<file path="src/design/hbsn_pkg.sv">
// Shared widths, codes and helpers for the histogram bin / smooth / normalize core.
// No dependencies; imported by every other design file except hbsn_ram.
package hbsn_pkg;

    localparam int MAX_BINS_DEF = 1024;

    localparam int VAL_W    = 48;   // bin value, signed Q32.16
    localparam int EDGE_W   = 32;   // edge and sample, signed Q16.16
    localparam int SAMPLE_W = 32;
    localparam int PASS_W   = 8;
    localparam int EXP_W    = 2;
    localparam int IDX_W    = 10;
    localparam int CMD_W    = 3;
    localparam int STAT_W   = 3;
    localparam int MISS_W   = 32;
    localparam int CNT_W    = 11;   // bin_count register
    localparam int WID_W    = 31;   // bin_width / inverse_width registers
    localparam int NUM_W    = 64;   // divider numerator / quotient
    localparam int CHUNK_W  = 16;   // multiplier digit width
    localparam int MUL_STEPS = VAL_W / CHUNK_W;
    localparam int PROD_W   = VAL_W + EDGE_W;
    localparam int CFG_AW   = 2;
    localparam int CFG_DW   = 32;
    localparam int S_DATA_W = 56;
    localparam int M_DATA_W = 112;

    localparam logic [CMD_W-1:0] CMD_CLEAR  = 3'd0;
    localparam logic [CMD_W-1:0] CMD_ADD    = 3'd1;
    localparam logic [CMD_W-1:0] CMD_SMOOTH = 3'd2;
    localparam logic [CMD_W-1:0] CMD_NORM   = 3'd3;
    localparam logic [CMD_W-1:0] CMD_WEIGHT = 3'd4;
    localparam logic [CMD_W-1:0] CMD_READ   = 3'd5;

    localparam logic [STAT_W-1:0] ST_OK   = 3'd0;
    localparam logic [STAT_W-1:0] ST_MISS = 3'd1;
    localparam logic [STAT_W-1:0] ST_ZERO = 3'd2;
    localparam logic [STAT_W-1:0] ST_BAD  = 3'd3;
    localparam logic [STAT_W-1:0] ST_SAT  = 3'd4;

    localparam logic [CFG_AW-1:0] REG_BIN_COUNT = 2'd0;
    localparam logic [CFG_AW-1:0] REG_START     = 2'd1;
    localparam logic [CFG_AW-1:0] REG_WIDTH     = 2'd2;
    localparam logic [CFG_AW-1:0] REG_INV_WIDTH = 2'd3;

    localparam logic [CNT_W-1:0]  BIN_COUNT_RST = 11'd100;
    localparam logic [WID_W-1:0]  WIDTH_RST     = 31'd6554;
    localparam logic [WID_W-1:0]  INV_WIDTH_RST = 31'd655360;

    localparam logic signed [VAL_W-1:0] VAL_MAX      = 48'sh7FFF_FFFF_FFFF;
    localparam logic signed [VAL_W-1:0] VAL_ADD_LIM  = 48'sh7FFF_FFFE_FFFF;
    localparam logic signed [VAL_W-1:0] ONE_Q16      = 48'sh0000_0001_0000;
    localparam logic [NUM_W-1:0]        POS_LIM      = 64'h0000_7FFF_FFFF_FFFF;
    localparam logic [NUM_W-1:0]        NEG_LIM      = 64'h0000_8000_0000_0000;

    // Sign a magnitude into 48 bits with saturation; MSB of result = clipped.
    function automatic logic [VAL_W:0] sat_signed(input logic [NUM_W-1:0] mag,
                                                  input logic neg);
        logic [NUM_W-1:0] lim;
        logic             over;
        logic [VAL_W-1:0] m;
        lim  = neg ? NEG_LIM : POS_LIM;
        over = mag > lim;
        m    = over ? lim[VAL_W-1:0] : mag[VAL_W-1:0];
        return {over, (neg ? (-m) : m)};
    endfunction

endpackage

</file>
<file path="src/design/hbsn_wmul.sv">
// Digit-serial 48x32 magnitude multiplier, 16 bits of the wide operand per cycle.
// Depends on hbsn_pkg.
module hbsn_wmul (
    input  logic                        aclk,
    input  logic                        aresetn,
    input  logic                        start,
    input  logic [hbsn_pkg::VAL_W-1:0]  a,
    input  logic [hbsn_pkg::EDGE_W-1:0] b,
    output logic                        done,
    output logic [hbsn_pkg::PROD_W-1:0] prod
);
    import hbsn_pkg::*;

    localparam int SB = $clog2(MUL_STEPS + 1);

    logic [VAL_W-1:0]           a_reg;
    logic [EDGE_W-1:0]          b_reg;
    logic [PROD_W-1:0]          acc_reg;
    logic [SB-1:0]              cnt_reg;
    logic                       busy_reg;
    logic                       done_reg;
    logic [CHUNK_W+EDGE_W-1:0]  part;

    assign part = a_reg[VAL_W-1 -: CHUNK_W] * b_reg;

    always_ff @(posedge aclk) begin
        if (!aresetn) begin
            busy_reg <= 1'b0;
            done_reg <= 1'b0;
            cnt_reg  <= '0;
        end else begin
            done_reg <= 1'b0;
            if (start) begin
                busy_reg <= 1'b1;
                cnt_reg  <= SB'(MUL_STEPS);
            end else if (busy_reg) begin
                cnt_reg <= cnt_reg - 1'b1;
                if (cnt_reg == SB'(1)) begin
                    busy_reg <= 1'b0;
                    done_reg <= 1'b1;
                end
            end
        end
    end

    always_ff @(posedge aclk) begin
        if (start) begin
            a_reg   <= a;
            b_reg   <= b;
            acc_reg <= '0;
        end else if (busy_reg) begin
            acc_reg <= {acc_reg[PROD_W-CHUNK_W-1:0], {CHUNK_W{1'b0}}} + PROD_W'(part);
            a_reg   <= {a_reg[VAL_W-CHUNK_W-1:0], {CHUNK_W{1'b0}}};
        end
    end

    assign done = done_reg;
    assign prod = acc_reg;

endmodule

</file>
<file path="config.mk">
export PLATFORM = sky130hd
export DESIGN_NAME = hbsn_wmul
export DESIGN_NICKNAME = d
export VERILOG_FILES = /design/src/design/hbsn_pkg.sv /design/src/design/hbsn_wmul.sv
export SDC_FILE = /design/constraint.sdc
export NUM_CORES = 2
export LEC_CHECK = 0
export BUFFER_PORTS_ARGS = -buffer_cell sky130_fd_sc_hd__buf_2
export CORE_ASPECT_RATIO = 0.75
export CORE_MARGIN = 2
export CORE_UTILIZATION = 50
export DETAILED_ROUTE_END_ITERATION = 8
export MAX_ROUTING_LAYER = met4
export PLACE_DENSITY = 0.74
export SLEW_MARGIN = 10
export SYNTH_ARGS = -nofsm -noshare
export SYNTH_HDL_FRONTEND = slang
export SYNTH_SLANG_ARGS = --single-unit
</file>
<file path="constraint.sdc">
create_clock -name aclk -period 9.1 [get_ports aclk]
set_input_delay 1.365 -clock aclk [delete_from_list [all_inputs] [get_ports aclk]]
set_output_delay 1.365 -clock aclk [all_outputs]
set_load 0.03 [all_outputs]
</file>
; ---- After elaboration in Yosys (flattened, before gate mapping)
; Cells that the tools add are included.
[word_totals]
elab_cells = 22
ff_bits = 164
out_inout_bits = 81
input_bits = 83
[classes]
multipliers = 1
bitwise = 2
eq_ne = 1
add_sub_neg = 2
reduce_logical = 2
n_mux = 8
[ops]
columns = op, n
row1 = 2-to-1 mux 48 bit, 2
row2 = adder 80 x 48 -> 80 bit, 1
row3 = multiplier 16 x 32 -> 48 bit, 1
row4 = 2-to-1 mux 1 bit, 4
row5 = 2-to-1 mux 2 bit, 2
row6 = OR reduction 3 bit, 1
row7 = "== test 2 x 1 -> 1 bit, second input constant", 1
row8 = NOT 1 bit, 2
row9 = nonzero test 2 bit, 1
row10 = "subtractor 2 x 1 -> 2 bit, second input constant", 1

; ---- Depth between registers and ports, before layout
[logic_depth]
depth_word = 4
ltp_mapped = 25
mapped_depth_nobuf = 21

; ---- Worst setup path after synthesis
; Ideal clock, no wire load.
[synth_path]
kind = reg2reg
startpoint = register a_reg[36]
endpoint = register acc_reg[62] (netlist: prod[62])
t_arrival_ns = 6.285
stages_incl_launch_ff = 25
path_slack_ns = 2.724
setup_ns = 0.091
n_path_buf = 4
t_required_ns = 9.009
synth_period_minus_slack_ns = 6.376
cell_sequence = edfxtp_1 clkbuf_1 and2_1 fa_1 inv_1 fa_1 fa_1 inv_1 fa_1 fa_1 inv_1 fa_1 inv_1 ha_1 clkbuf_1 a21o_1 a21o_1 a21oi_1 o21ai_0 a211oi_1 o21a_1 buf_2 buf_2 o21ai_0 a311oi_1
[synth_via]
elab_chain_len = 2
[synth_rtl]
columns = item, line
row1 = start: declaration, hbsn_wmul.sv:16  ; logic [VAL_W-1:0] a_reg;
row2 = start signal: assignment, hbsn_wmul.sv:53  ; a_reg <= {a_reg[VAL_W-CHUNK_W-1:0], {CHUNK_W{1'b0}}};
row3 = multiplier 16 x 32 -> 48 bit, hbsn_wmul.sv:24  ; assign part = a_reg[VAL_W-1 -: CHUNK_W] * b_reg;
row4 = adder 80 x 48 -> 80 bit, hbsn_wmul.sv:52  ; acc_reg <= {acc_reg[PROD_W-CHUNK_W-1:0], {CHUNK_W{1'b0}}} + PROD_W'(part);
row5 = end signal: assignment, hbsn_wmul.sv:52
row6 = end: declaration, hbsn_wmul.sv:18  ; logic [PROD_W-1:0] acc_reg;
; Every way passes these cells.
; A chain may end at the register's enable or synchronous reset.

; ---- Final worst setup path
[layout_path]
startpoint = register a_reg[40]
endpoint = register acc_reg[62] (netlist: prod[62])
; The elaborated chain is that of the path after synthesis.

==> run metrics <==
Worst setup EP type=register; vias in the first global route=roughly 20000; Ant. Diodes=0; H-tree levels=4; Area growth syn-to-layout=7.98%; CP max stage delay=1.08 ns; total track usage=28.2%; drt total wl=~66000 um; Period Utilization, post-route=around 84%; die area=approximately 50000 um2; mean routed wirelength per cell=around 20 um; Rel. slew slack=about 22%; HPWL Detailed=about 52000 um; Fin. Hold Viols=0; max FFs per register=80; post-synthesis register bit count=164; reg-to-reg endpoint=prod[62]; register-to-register setup slack=1.45 ns; I/O pin total=164; number of DRC markers in iteration 0=around 1600; Critical Path Start Type=register; Min Hold Slack=around 0.48 ns; Fin Setup TNS=0 ns; core area=between 40000 and 50000 um2; CP max stage cell=edfxtp_1; Top FF cell, synth=dfxtp_1; top cell type's share of synthesized area=approximately 37%; Initial DRT Pass Iterations=5; worst clock skew=between 0.02 and 0.025 ns; PostCTS Resize Cnt=0; post-synthesis cell count=roughly 2700; kind of critical path=register to register; cell taking the most area after synthesis=fa_1; Crit path top cell by count=fa_1; worst hold path type=register to register; CTS Buf Count=17; Worst-path clk slew=roughly 0.080 ns; CP max FO=24; placed instance count=3355; RSZ-0062 raised after global routing=no; critical-path cell list=buf_4 > nand2_1 > fa_1 > inv_1 > fa_1 > fa_1 > fa_1 > fa_1 > inv_1 > fa_1 > inv_1 > ha_1 > a21o_1 > a21o_1 > a21oi_1 > o21ai_0 > a211oi_1 > buf_4 > o21a_1 > o21ai_0 > a311oi_1; antenna-violating nets left=0; IO Port Bufs=between 150 and 200; Syn Area/Cell=just over 9 um2; wire length of the first global-routing pass=around 110000 um; die width=~260 um; Initial Utilization=50.9%; Setup violations, final=0; clock buffer depth=2; Post-Syn Area=between 20000 and 25000 um2; sequential share of the synthesized area=between 15 and 20%; Post-CTS Setup Bufs=0; Highest Clock Rate=approximately 130 MHz; Final nets=about 3400; clock sinks=~160; ratio of cells with drive above 1 in the final layout=9.82%; reg2reg start=a_reg[40]; CTS tree=yes; vias per cell=roughly 5.6; reg2reg path depth=21; Placer Congestion=0.937; largest net degree at the start of global routing=64; Root Buffer=clkbuf_16; Distinct cells, synth=65; clk_lat worst skew=~0.48 ns; status=finished, final reports clean; initial antenna violation count=1; Vias=~19000; Util after Layout=a little over half; maxcap violations=0; clock period minus worst slack=7.65 ns; hold endpoint=prod[70]; Residual DRC=0; cts hold-fix bufs=0; Syn Nets=between 3000 and 4000; critical path arrival=roughly 8.0 ns; Post-synth ARST share=0%; Synth area leaders=fa_1, edfxtp_1, inv_1; max-slew violation count=0; Post-synth EDFFs=80; Worst Hold Launch=prod[70]; DIE HEIGHT=between 150 and 200 um; warnings from Yosys=0; Final Instance Count excl. Fillers=3389; hold depth=2; global route overflow=0; row count=69; Slew @ Worst Pin=roughly 1.2 ns; required time worst endpoint=9.48 ns
==> layout make-up <==
class | instances | area (um2)
Fill cell | 4367 | 21500
Timing Repair Buffer | 189 | 1050
Sequential cell | 164 | 4090
Clock inverter | 15 | 198
Tap cell | 639 | 800
Clock buffer | 17 | 425
Multi-Input combinational cell | 1781 | 17400
Inverter | 584 | 2190
==> kinds of logic after synthesis <==
logic type      Yosys count  share of synthesized area [%]
buf+inv                 725                           11.3
xor+xnor                 37                           1.34
simple gates            827                           16.6
compound gates          284                           7.63
fa+ha+maj               587                           44.2
flops                   164                           16.8
mux                      46                           2.07
==> cells in the final DEF (no fill, tap or decap), types with 17 or more instances in the layout <==
master	instances
xnor2_1	22
a21o_1	22
nand2_1	381
nand4_1	33
nand3_1	31
edfxtp_1	80
dfxtp_1	83
nor2_1	69
nor3_1	17
ha_1	137
mux2_2	33
fa_1	450
clkbuf_16	19
buf_2	162
o21ai_0	55
a21oi_1	84
buf_4	25
and2_1	236
inv_1	582
==> layer usage <==
layer | vias up | global-route usage, % | part of all wire (%)
met1 | 9694 | 39.2 | 44
li1 | 8347 | - | -
met5 | - | - | 0
met4 | 0 | 8.22 | 2.4
met2 | 788 | 43.1 | 47
met3 | 100 | 4.34 | 7.4
==> synthesized netlist by cell type, drive strengths merged (17+ instances only) <==
library cell	n
ha	137
nand2	381
a21oi	85
mux2	33
fa	450
a21o	22
dfxtp	84
edfxtp	80
nor2	70
nand3	31
and2	236
nand4	33
nor3	17
clkbuf	128
inv	583
o21ai	55
xnor2	22
==> metrics by stage <==
stage	cell area, um2	setup WS, ns
3_3_place_gp	25500	1.64
2_1_floorplan	24200	2.72
6_report	26200	1.45
5_1_grt	26200	1.08
3_5_place_dp	25500	1.59
4_1_cts	26100	1.55
==> how the worst max path moves through the flow <==
stage          startpoint        to  slack, ns  depth (start not counted)
6_report        a_reg[40]  prod[62]       1.45                         21
5_1_grt         a_reg[34]  prod[73]       1.08                         20
4_1_cts         a_reg[40]  prod[62]       1.55                         21
3_5_place_dp    a_reg[34]  prod[73]       1.59                         20
3_3_place_gp    a_reg[34]  prod[62]       1.64                         21
2_1_floorplan   a_reg[36]  prod[62]       2.72                         24
==> worst max-delay path: cells and delay by family (launching register included) <==
kind / cells / cell delay, ns
adders and majority gates: 7 / 3.42
AOI/OAI and AO/OA: 8 / 2.32
DFF: 1 / 1.08
buffers and inverters: 5 / 0.63
and+or+nand+nor: 1 / 0.08
Power is left out: the tool's default activity adds up to more than one toggle a clock period on the data nets, which glitch-free logic cannot reach.
