--- src/design/hbsn_pkg.sv ---
// Shared widths, codes and helpers for the histogram bin / smooth / normalize core.
// No dependencies; imported by every other design file except hbsn_ram.
package hbsn_pkg;

    localparam int MAX_BINS_DEF = 1024;

    localparam int VAL_W    = 48;   // bin value, signed Q32.16
    localparam int EDGE_W   = 32;   // edge and sample, signed Q16.16
    localparam int SAMPLE_W = 32;
    localparam int PASS_W   = 8;
    localparam int EXP_W    = 2;
    localparam int IDX_W    = 10;
    localparam int CMD_W    = 3;
    localparam int STAT_W   = 3;
    localparam int MISS_W   = 32;
    localparam int CNT_W    = 11;   // bin_count register
    localparam int WID_W    = 31;   // bin_width / inverse_width registers
    localparam int NUM_W    = 64;   // divider numerator / quotient
    localparam int CHUNK_W  = 16;   // multiplier digit width
    localparam int MUL_STEPS = VAL_W / CHUNK_W;
    localparam int PROD_W   = VAL_W + EDGE_W;
    localparam int CFG_AW   = 2;
    localparam int CFG_DW   = 32;
    localparam int S_DATA_W = 56;
    localparam int M_DATA_W = 112;

    localparam logic [CMD_W-1:0] CMD_CLEAR  = 3'd0;
    localparam logic [CMD_W-1:0] CMD_ADD    = 3'd1;
    localparam logic [CMD_W-1:0] CMD_SMOOTH = 3'd2;
    localparam logic [CMD_W-1:0] CMD_NORM   = 3'd3;
    localparam logic [CMD_W-1:0] CMD_WEIGHT = 3'd4;
    localparam logic [CMD_W-1:0] CMD_READ   = 3'd5;

    localparam logic [STAT_W-1:0] ST_OK   = 3'd0;
    localparam logic [STAT_W-1:0] ST_MISS = 3'd1;
    localparam logic [STAT_W-1:0] ST_ZERO = 3'd2;
    localparam logic [STAT_W-1:0] ST_BAD  = 3'd3;
    localparam logic [STAT_W-1:0] ST_SAT  = 3'd4;

    localparam logic [CFG_AW-1:0] REG_BIN_COUNT = 2'd0;
    localparam logic [CFG_AW-1:0] REG_START     = 2'd1;
    localparam logic [CFG_AW-1:0] REG_WIDTH     = 2'd2;
    localparam logic [CFG_AW-1:0] REG_INV_WIDTH = 2'd3;

    localparam logic [CNT_W-1:0]  BIN_COUNT_RST = 11'd100;
    localparam logic [WID_W-1:0]  WIDTH_RST     = 31'd6554;
    localparam logic [WID_W-1:0]  INV_WIDTH_RST = 31'd655360;

    localparam logic signed [VAL_W-1:0] VAL_MAX      = 48'sh7FFF_FFFF_FFFF;
    localparam logic signed [VAL_W-1:0] VAL_ADD_LIM  = 48'sh7FFF_FFFE_FFFF;
    localparam logic signed [VAL_W-1:0] ONE_Q16      = 48'sh0000_0001_0000;
    localparam logic [NUM_W-1:0]        POS_LIM      = 64'h0000_7FFF_FFFF_FFFF;
    localparam logic [NUM_W-1:0]        NEG_LIM      = 64'h0000_8000_0000_0000;

    // Sign a magnitude into 48 bits with saturation; MSB of result = clipped.
    function automatic logic [VAL_W:0] sat_signed(input logic [NUM_W-1:0] mag,
                                                  input logic neg);
        logic [NUM_W-1:0] lim;
        logic             over;
        logic [VAL_W-1:0] m;
        lim  = neg ? NEG_LIM : POS_LIM;
        over = mag > lim;
        m    = over ? lim[VAL_W-1:0] : mag[VAL_W-1:0];
        return {over, (neg ? (-m) : m)};
    endfunction

endpackage

--- src/design/hbsn_div.sv ---
// Restoring divider, one quotient bit per cycle, for bin normalization.
// Depends on hbsn_pkg.
module hbsn_div #(
    parameter int DEN_W = 58
) (
    input  logic                       aclk,
    input  logic                       aresetn,
    input  logic                       start,
    input  logic [hbsn_pkg::NUM_W-1:0] num,
    input  logic [DEN_W-1:0]           den,
    output logic                       done,
    output logic [hbsn_pkg::NUM_W-1:0] quo
);
    import hbsn_pkg::*;

    localparam int CB = $clog2(NUM_W + 1);

    logic [NUM_W-1:0] q_reg;
    logic [DEN_W-1:0] rem_reg;
    logic [DEN_W-1:0] den_reg;
    logic [CB-1:0]    cnt_reg;
    logic             busy_reg;
    logic             done_reg;
    logic [DEN_W:0]   trial;
    logic [DEN_W:0]   diff;

    assign trial = {rem_reg, q_reg[NUM_W-1]};
    assign diff  = trial - {1'b0, den_reg};

    always_ff @(posedge aclk) begin
        if (!aresetn) begin
            busy_reg <= 1'b0;
            done_reg <= 1'b0;
            cnt_reg  <= '0;
        end else begin
            done_reg <= 1'b0;
            if (start) begin
                busy_reg <= 1'b1;
                cnt_reg  <= CB'(NUM_W);
            end else if (busy_reg) begin
                cnt_reg <= cnt_reg - 1'b1;
                if (cnt_reg == CB'(1)) begin
                    busy_reg <= 1'b0;
                    done_reg <= 1'b1;
                end
            end
        end
    end

    always_ff @(posedge aclk) begin
        if (start) begin
            q_reg   <= num;
            rem_reg <= '0;
            den_reg <= den;
        end else if (busy_reg) begin
            if (!diff[DEN_W]) begin
                rem_reg <= diff[DEN_W-1:0];
                q_reg   <= {q_reg[NUM_W-2:0], 1'b1};
            end else begin
                rem_reg <= trial[DEN_W-1:0];
                q_reg   <= {q_reg[NUM_W-2:0], 1'b0};
            end
        end
    end

    assign done = done_reg;
    assign quo  = q_reg;

endmodule

--- config.mk ---
export PLATFORM = sky130hd
export DESIGN_NAME = hbsn_div
export DESIGN_NICKNAME = d
export VERILOG_FILES = /design/src/design/hbsn_pkg.sv /design/src/design/hbsn_div.sv
export SDC_FILE = /design/constraint.sdc
export NUM_CORES = 1
export LEC_CHECK = 0
export BUFFER_PORTS_ARGS = -buffer_cell sky130_fd_sc_hd__buf_4
export CAP_MARGIN = 20
export CORE_ASPECT_RATIO = 0.75
export CORE_MARGIN = 1
export CORE_UTILIZATION = 55
export DETAILED_ROUTE_END_ITERATION = 8
export PLACE_DENSITY_LB_ADDON = 0.12
export SLEW_MARGIN = 40
export SYNTH_ARGS = -nofsm -noshare
export SYNTH_HDL_FRONTEND = slang
export SYNTH_SLANG_ARGS = --single-unit
--- constraint.sdc ---
create_clock -name aclk -period 3.75 [get_ports aclk]
set_input_delay 0 -clock aclk [delete_from_list [all_inputs] [get_ports aclk]]
set_output_delay 0 -clock aclk [all_outputs]
set_load 0.02 [all_outputs]
# After elaboration in Yosys (flattened, before gate mapping)
# Index checks and enable logic that the tools add are counted.
[classes]
add_sub_neg = 2
n_eq_ne = 1
mux = 10
n_bitwise = 2
reduce_logical = 3
[op_table]
columns = ["operator", "n"]
rows = [
  ["2-to-1 mux 64 bit", 2],
  ["subtractor 59 x 58 -> 59 bit", 1],
  ["2-to-1 mux 58 bit", 1],
  ["2-to-1 mux 7 bit", 2],
  ["== test 7 x 1 -> 1 bit, second input constant", 1],
  ["subtractor 7 x 1 -> 7 bit, second input constant", 1],
  ["2-to-1 mux 1 bit", 5],
  ["OR reduction 3 bit", 1],
  ["inverter 1 bit", 2],
  ["nonzero test 2 bit", 1],
  ["OR reduction 2 bit", 1],
]
[totals]
reg_bits = 189
input_bits = 125
output_inout_bits = 65
elab_cells = 25

# Logic depth before layout (Yosys ltp)
# Gate-level depths: netlist (run 1).
[depth]
word_depth = 4
ltp_mapped = 16
ltp_nobuf = 14

# Least setup slack after synthesis (run 1)
# No wires, ideal clock.
[synth_timing]
path_type = "reg-to-reg"
start = "reg q_reg[63], in the netlist quo[63]"
end = "reg rem_reg[40]"
setup_time_ps = 128
t_arrival_ps = 3261
setup_slack_ps = 361
path_stages_with_launch = 16
n_path_buf = 1
cell_sequence = "edfxtp_1 -> inv_1 -> ha_1 -> inv_1 -> fa_1 -> a211oi_1 -> o211ai_1 -> a211oi_1 -> o211ai_2 -> a21oi_2 -> o32ai_1 -> a41oi_2 -> buf_6 -> mux2_2 -> mux2i_1 -> nor2_1"
[synth_between]
elab_chain_cells = 2
[synth_rtl]
columns = ["item", "line", "rtl"]
rows = [
  ["start: declaration", "hbsn_div.sv:18", "logic [NUM_W-1:0] q_reg;"],
  ["start signal: assignment", "hbsn_div.sv:52", "q_reg <= num;"],
  ["start signal: assignment", "hbsn_div.sv:58", "q_reg <= {q_reg[NUM_W-2:0], 1'b1};"],
  ["start signal: assignment", "hbsn_div.sv:61", "q_reg <= {q_reg[NUM_W-2:0], 1'b0};"],
  ["subtractor 59 x 58 -> 59 bit", "hbsn_div.sv:28", "assign diff = trial - {1'b0, den_reg};"],
  ["2-to-1 mux 58 bit", "hbsn_div.sv:56", "if (!diff[DEN_W]) begin"],
  ["end signal: assignment", "hbsn_div.sv:57", "rem_reg <= diff[DEN_W-1:0];"],
  ["end signal: assignment", "hbsn_div.sv:60", "rem_reg <= trial[DEN_W-1:0];"],
  ["end: declaration", "hbsn_div.sv:19", "logic [DEN_W-1:0] rem_reg;"],
]
# Every way passes these cells.
# A chain may end at the register's enable or synchronous reset.

# Worst setup path in the final report (run 1)
[layout_timing]
start = "reg den_reg[21]"
end = "reg rem_reg[5]"
[layout_between]
elab_chain_cells = 2
[layout_rtl]
columns = ["item", "line", "rtl"]
rows = [
  ["start: declaration", "hbsn_div.sv:20", "logic [DEN_W-1:0] den_reg;"],
  ["start signal: assignment", "hbsn_div.sv:54", "den_reg <= den;"],
  ["subtractor 59 x 58 -> 59 bit", "hbsn_div.sv:28", ""],
  ["2-to-1 mux 58 bit", "hbsn_div.sv:56", ""],
]
# Every way passes these cells.

==> results by group, run 1 <==
Finish
  – Final #Nets: 1,612
  – Area Overhead vs Synth: 32.1%
  – Diodes inserted: 0
  – Share of cells above drive strength 1: 22.9%
  – Max FFs per register: 64
  – Multi-input logic area: 5530 sq um
  – Fin util: 75.0%
  – Number of fill cells: 1,337
  – Register area: 5010 sq um

Route
  – DR pass1 iterations: 8
  – DR vias: 9,545
  – Post-Route WL: 29,300 microns
  – Post-route ant nets: 0
  – DR iter-0 viols: 774
  – Average via count per standard cell: 5.64
  – WL/cell: 17.3 microns
  – Drt drc: 6

GRT
  – Met1 Track Usage GR: 39.6%
  – GRT Residual Overflow: 0
  – First-pass GRT wire length: 47,300 microns
  – GR Util All Layers: 28.5%
  – Initial antenna violation count: 0
  – GRT busiest layer: met2
  – Met3 usage: 5.95%
  – Pin count of the biggest net entering global routing: 103
  – GR Layer Usage met2: 45.3%
  – Vias in the first global route: 9,307

Synthesis
  – Synth Register Bits: 189
  – Mapped cell area: 11,100 sq um
  – Synth cell types: 73
  – Syn_area_per_cell: 9.91 sq um
  – Synth Instances: 1,124
  – Net Count, Synth: 1,310
  – Post-synth EDFFs: 122
  – Seq/Total Area, Yosys: 44.9%
  – Prevailing post-synth register cell: edfxtp_1
  – Post-synth ARST share: 0%
  – Syn. warnings: 0

STA
  – Hold Violations, Final: 0
  – Slew Limit Fails: 0
  – Max Clock Freq: 280 MHz
  – Slew headroom: 45.2%
  – Final worst-path cycle share: 95.4%
  – Slew @ Worst Pin: 0.819 ns
  – Fin crit period: 3.58 ns
  – Final setup TNS: 0 ns
  – RSZ-0062 raised after global routing: no
  – # setup viols final: 0
  – Clk_skew: 0.0160 ns

Floorplanning
  – Row Count: 44
  – Die W: 166 microns
  – Die H: 125 microns
  – Die area: 20,800 sq um
  – Starting Density: 56.8%
  – Placeable Area: 19,600 sq um
  – Io pins: 190

CTS
  – Max clock buf depth: 2
  – H-tree depth: 4
  – Clock latency on the worst-skew pair: 0.45 ns
  – Clock slew at reported path FFs: 0.07 ns
  – CTS tree: done
  – Num CTS Buffers: 17
  – Root buf cell: clkbuf_16
  – Clk sink count: 189

Worst setup path
  – Worst Path Arrival: 3.94 ns
  – Kind of end point of the critical path: flop
  – CP Max Fanout: 16
  – Critical path type: flop to flop
  – Crit-path slowest cell: or4_4
  – CP peak stage delay: 0.58 ns
  – Reg2Reg Depth: 12
  – Required @ worst endpoint: 4.11 ns
  – Startpoint type of the worst setup path: flop
  – Crit-path cells: inv_1, ha_1, nand4_1, or4_4, o211ai_2, a21oi_2, buf_4, or3_4, a41o_2, buf_12, o31a_1, a211oi_2

Min path
  – Hold Crit Class: primary input to flop
  – Hold Crit Depth: 2

Pwr
  – Lkg Pwr: 6.20 nW
  – Pwr/cell area: 427 nW/um^2
  – Peak VDD IR: 0.325 mV

Outcome
  – Failing checks: DRC
  – Run status: finished, violations left

Job
  – Count of maximum capacitance violations: 0

Placed design
  – Routability cong.: 0.973
  – PortBufs: 189
  – DP Wirelength: 19,400 microns
[worst max-delay path, delay by kind of cell, from the launching register on]
kind / cells / cell delay [ns]
AND/OR/NAND/NOR: 3 / 1.21
AO/OA/AOI/OAI: 5 / 1.16
adder cells (fa/ha/maj): 1 / 0.41
buffers and inverters: 3 / 0.39
flip-flops: 1 / 0.33
[cells in the final DEF, fill, tap and decap left out, types with 3 or more instances in the layout]
cell and instances:
buf_4 208, dlygate4sd3_1 124, edfxtp_1 122, nor2_1 104, nand2_1 96, inv_1 89, a21oi_1 83, dfxtp_1 66
mux2_2 64, ha_1 60, o21ai_0 47, a211oi_1 46, xnor2_1 37, mux2i_1 33, a21o_1 21, nor3_1 21
xor2_1 18, clkbuf_16 18, nand4_1 15, and3_1 11, a311oi_1 11, nand3_1 9, o21bai_1 9, o21a_1 8
o211ai_1 8, nor4_1 7, nor2b_1 7, a31oi_1 7, nand2b_1 5, a21boi_0 5, inv_6 5, inv_8 4
o22ai_1 3, and4_1 3, buf_12 3
[final timing paths]
check                          start                       to  slack (ns)
max reg2reg    den_reg[21]$_DFFE_PP_  rem_reg[5]$_SDFFE_PP0P_        0.17
min                          den[28]    den_reg[28]$_DFFE_PP_        0.27
min reg2reg  cnt_reg[1]$_SDFFE_PP0P_  cnt_reg[1]$_SDFFE_PP0P_        0.50
max            den_reg[21]$_DFFE_PP_  rem_reg[5]$_SDFFE_PP0P_        0.17
[metrics by stage]
step	power, mW	cells	hold WS (ns)	worst slack [ns]	instance area (sq um)
after floorplan	3.75	1124	0.0989	0.361	11100
after global placement	4.24	1528	0.178	0.241	12800
after detailed placement	4.26	1528	0.179	0.0857	12800
after CTS	6.21	1684	0.255	0.0661	14600
after global routing	6.56	1692	0.255	0.00678	14700
final	6.27	1692	0.270	0.173	14700
[final cells by class]
type	instances	share of cell area, %
clock buffers	17	2.89
inverters	90	2.30
multi-input cells	790	37.6
clock inverters	15	1.17
repair buffers	338	19.8
well taps	253	2.15
flip-flops and latches	189	34.1
[Yosys cell counts (3+ instances only)]
| cell type | n | area share (%) |
|---|---|---|
| and3_1 | 11 | 0.62 |
| a21o_1 | 21 | 1.4 |
| a21boi_0 | 5 | 0.34 |
| o21ai_0 | 47 | 2.1 |
| inv_1 | 89 | 3.0 |
| buf_2 | 5 | 0.22 |
| nand4_1 | 15 | 0.84 |
| nor4_1 | 7 | 0.39 |
| and4_1 | 3 | 0.24 |
| xnor2_1 | 37 | 2.9 |
| a311oi_1 | 11 | 0.87 |
| xor2_1 | 18 | 1.4 |
| nand3_1 | 9 | 0.40 |
| mux2_2 | 64 | 6.5 |
| a211oi_1 | 47 | 3.2 |
| edfxtp_1 | 122 | 33 |
| nand2_1 | 97 | 3.3 |
| mux2i_1 | 33 | 3.0 |
| o21bai_1 | 9 | 0.61 |
| nor2_1 | 104 | 3.5 |
| buf_12 | 3 | 0.54 |
| nor3_1 | 21 | 0.94 |
| a31oi_1 | 7 | 0.39 |
| clkbuf_1 | 43 | 1.4 |
| nor2b_1 | 7 | 0.39 |
| o211ai_1 | 8 | 0.54 |
| o22ai_1 | 3 | 0.17 |
| dfxtp_1 | 67 | 12 |
| ha_1 | 60 | 6.7 |
| o21a_1 | 8 | 0.54 |
| a21oi_1 | 83 | 3.7 |
| nand2b_1 | 5 | 0.28 |
[logic make-up after synthesis]
family          synth area share [%]
mux                             9.44
fa+ha+maj                       6.92
xor+xnor                        4.33
buf+inv                         5.62
compound gates                  16.8
flops                           44.9
simple gates                    12.0
[where the power goes]
group | internal (mW) | leakage (nW) | switching [mW]
Clock | 0.956 | 0.292 | 0.907
Combinational | 0.846 | 4.14 | 1.01
Sequential | 2.43 | 1.76 | 0.121
[per-layer routing]
| metal | up-vias | wire [microns] | share of wire (%) |
|---|---|---|---|
| met5 | - | 0 | 0 |
| met4 | 0 | 399 | 1.4 |
| met3 | 34 | 2040 | 7.0 |
| met2 | 327 | 13200 | 45 |
| met1 | 4498 | 13600 | 47 |
| li1 | 4686 | - | - |
[what timing repair did]
action | 4_1_cts | 5_1_grt
setup buffers | 0 | 6
hold buffers | 124 | 0
endpoints found under the hold margin | 131 | 0
endpoints found under the setup margin | 0 | 52
resized for setup | 0 | 2
(Power assumes the default switching activity.)
==> inputs of run 2 (changes only) <==
--- a/config.mk
+++ b/config.mk
@@ -7,9 +7,11 @@
 export LEC_CHECK = 0
 export BUFFER_PORTS_ARGS = -buffer_cell sky130_fd_sc_hd__buf_4
 export CAP_MARGIN = 20
+export CELL_PAD_IN_SITES_DETAIL_PLACEMENT = 1
+export CELL_PAD_IN_SITES_GLOBAL_PLACEMENT = 2
 export CORE_ASPECT_RATIO = 0.75
 export CORE_MARGIN = 1
-export CORE_UTILIZATION = 55
+export CORE_UTILIZATION = 36
 export DETAILED_ROUTE_END_ITERATION = 8
 export PLACE_DENSITY_LB_ADDON = 0.12
 export SLEW_MARGIN = 40
==> results by group, run 2 (same netlist as run 1, synthesis figures left out) <==
Outcome
  – Run status: finished, final reports clean

Route
  – WL/cell: 18.7 microns (+8.1%)
  – Drt drc: 0 (-6)
  – Post-Route WL: 34,400 microns (+17%)
  – Post-route ant nets: 0 (unchanged)
  – Average via count per standard cell: 5.17 (-8.3%)
  – DR iter-0 viols: 443 (-43%)
  – DR pass1 iterations: 4 (-4)
  – DR vias: 9,509 (-0.38%)

GRT
  – First-pass GRT wire length: 54,200 microns (+14%)
  – Pin count of the biggest net entering global routing: 93 (-9.7%)
  – Vias in the first global route: 9,714 (+4.4%)
  – GRT Residual Overflow: 0 (unchanged)
  – GR Util All Layers: 22.1% (-6.4 points)
  – Initial antenna violation count: 0 (unchanged)

Job
  – Count of maximum capacitance violations: 0 (unchanged)

Worst setup path
  – Worst Path Arrival: 3.85 ns (-0.09 ns)
  – Critical path type: flop to flop
  – Startpoint type of the worst setup path: flop
  – Kind of end point of the critical path: flop
  – Required @ worst endpoint: 4.09 ns (-0.02 ns)
  – CP Max Fanout: 6 (-10)

Finish
  – Final #Nets: 1,613 (+0.062%)
  – Register area: 5010 sq um (unchanged)
  – Share of cells above drive strength 1: 23.3% (+0.40 points)
  – Commonest non-fill, non-tap cell in the layout: buf_4
  – Area Overhead vs Synth: 34.1%
  – Number of fill cells: 3,397 (+150%)
  – Most frequent cells in the layout: 209 x buf_4, 123 x dlygate4sd3_1, 122 x edfxtp_1, 104 x nor2_1, 96 x nand2_1
  – Multi-input logic area: 5540 sq um (+0.18%)
  – Max FFs per register: 64 (unchanged)
  – Diodes inserted: 0 (unchanged)

CTS
  – Num CTS Buffers: 17 (unchanged)
  – Root buf cell: clkbuf_16
  – Clock slew at reported path FFs: 0.08 ns (about the same)
  – Clk sink count: 189 (unchanged)
  – Clock latency on the worst-skew pair: 0.46 ns (about the same)
  – H-tree depth: 4 (unchanged)
  – CTS tree: done
  – Max clock buf depth: 2 (unchanged)

Placed design
  – Routability cong.: 0.876 (-10%)
  – PortBufs: 189 (unchanged)
  – DP Wirelength: 24,500 microns (+27%)
  – Setup WS pre-CTS: -0.00856 ns (-0.0943 ns)

STA
  – # setup viols final: 0 (unchanged)
  – RSZ-0062 raised after global routing: no
  – WHS: 0.0547 ns (-0.215 ns)
  – Max Clock Freq: 285 MHz (+1.9%)
  – Slew @ Worst Pin: 0.779 ns (-0.0396 ns)
  – Fin crit period: 3.51 ns (-0.0673 ns)
  – Hold Violations, Final: 0 (unchanged)
  – Final worst-path cycle share: 93.6% (-1.8 points)
  – Final Worst Setup Slack: 0.240 ns (+0.0673 ns)
  – Slew Limit Fails: 0 (unchanged)
  – Slew headroom: 47.9% (+2.6 points)
  – Clk_skew: 0.0217 ns (+0.00569 ns)

Pwr
  – Lkg Pwr: 6.21 nW (+0.19%)
  – Pwr/cell area: 423 nW/um^2 (-0.75%)
  – Peak VDD IR: 0.290 mV (-11%)

Min path
  – Hold Crit Class: primary input to flop

Floorplanning
  – Placeable Area: 30,300 sq um (+54%)
  – Die W: 205 microns (+23%)
  – Die H: 154 microns (+23%)
  – Starting Density: 36.8% (-20 points)
  – Io pins: 190 (unchanged)
  – Die area: 31,600 sq um (+52%)
  – Row Count: 55 (+25%)
-- run 2: final timing paths --
kind	start	cells past startpoint	slack, ns	to
min	start	3	0.05	rem_reg[40]$_SDFFE_PP0P_
max reg2reg	den_reg[40]$_DFFE_PP_	11	0.24	rem_reg[56]$_SDFFE_PP0P_
min reg2reg	rem_reg[2]$_SDFFE_PP0P_	2	0.49	rem_reg[2]$_SDFFE_PP0P_
max	den_reg[40]$_DFFE_PP_	11	0.24	rem_reg[56]$_SDFFE_PP0P_
-- run 2: final cells by class --
cell class / count / area share [%]
Clock buffer: 18 / 2.87
Clock inverter: 14 / 1.10
Timing Repair Buffer: 340 / 19.8
Tap cell: 399 / 3.34
Multi-Input combinational cell: 789 / 37.1
Inverter: 90 / 2.26
Sequential cell: 189 / 33.5
-- run 2: per-layer routing --
metal,vias to the layer above,wire [microns],share of wire (%),global-route usage (%)
li1,4685,-,-,-
met1,4650,17200,50,31.7
met2,152,15800,46,34.6
met3,22,1040,3.0,3.75
met4,0,414,1.2,5.19
met5,-,0,0,0
-- run 2: stage by stage --
| stage | setup TNS, ns | std cells | util, % | area [sq um] | power [mW] |
|---|---|---|---|---|---|
| 6_report | 0 | 1839 | 49.3 | 14900 | 6.32 |
| 4_1_cts | 0 | 1837 | 49.2 | 14900 | 6.36 |
| 3_5_place_dp | -0.00856 | 1682 | 43.1 | 13100 | 4.37 |
| 2_1_floorplan | 0 | 1124 | - | 11100 | 3.75 |
| 5_1_grt | 0 | 1839 | 49.3 | 14900 | 6.65 |
| 3_3_place_gp | 0 | 1681 | 43.1 | 13000 | 4.34 |
-- run 2: critical path: stages (launching register included) --
cell	delay, ns
edfxtp_1	0.32
inv_1	0.05
ha_1	0.39
nand2_1	0.16
o21ai_0	0.61
a211o_1	0.20
o21ai_0	0.18
or3_4	0.46
a41o_2	0.35
buf_4	0.18
a2111oi_0	0.38
a21oi_1	0.12
-- run 2: where the power goes --
| part | internal [mW] | total, mW | switching, mW |
|---|---|---|---|
| combinational | 0.848 | 1.89 | 1.05 |
| sequential | 2.43 | 2.56 | 0.133 |
| clock | 0.900 | 1.86 | 0.965 |
| total | 4.18 | 6.32 | 2.14 |
-- run 2: repair_timing --
action	4_1_cts	5_1_grt
setup buffers	0	2
endpoints found under the setup margin	1	31
pin swaps	0	4
hold endpoints to repair	131	0
hold buffers	123	0
resized for setup	1	6
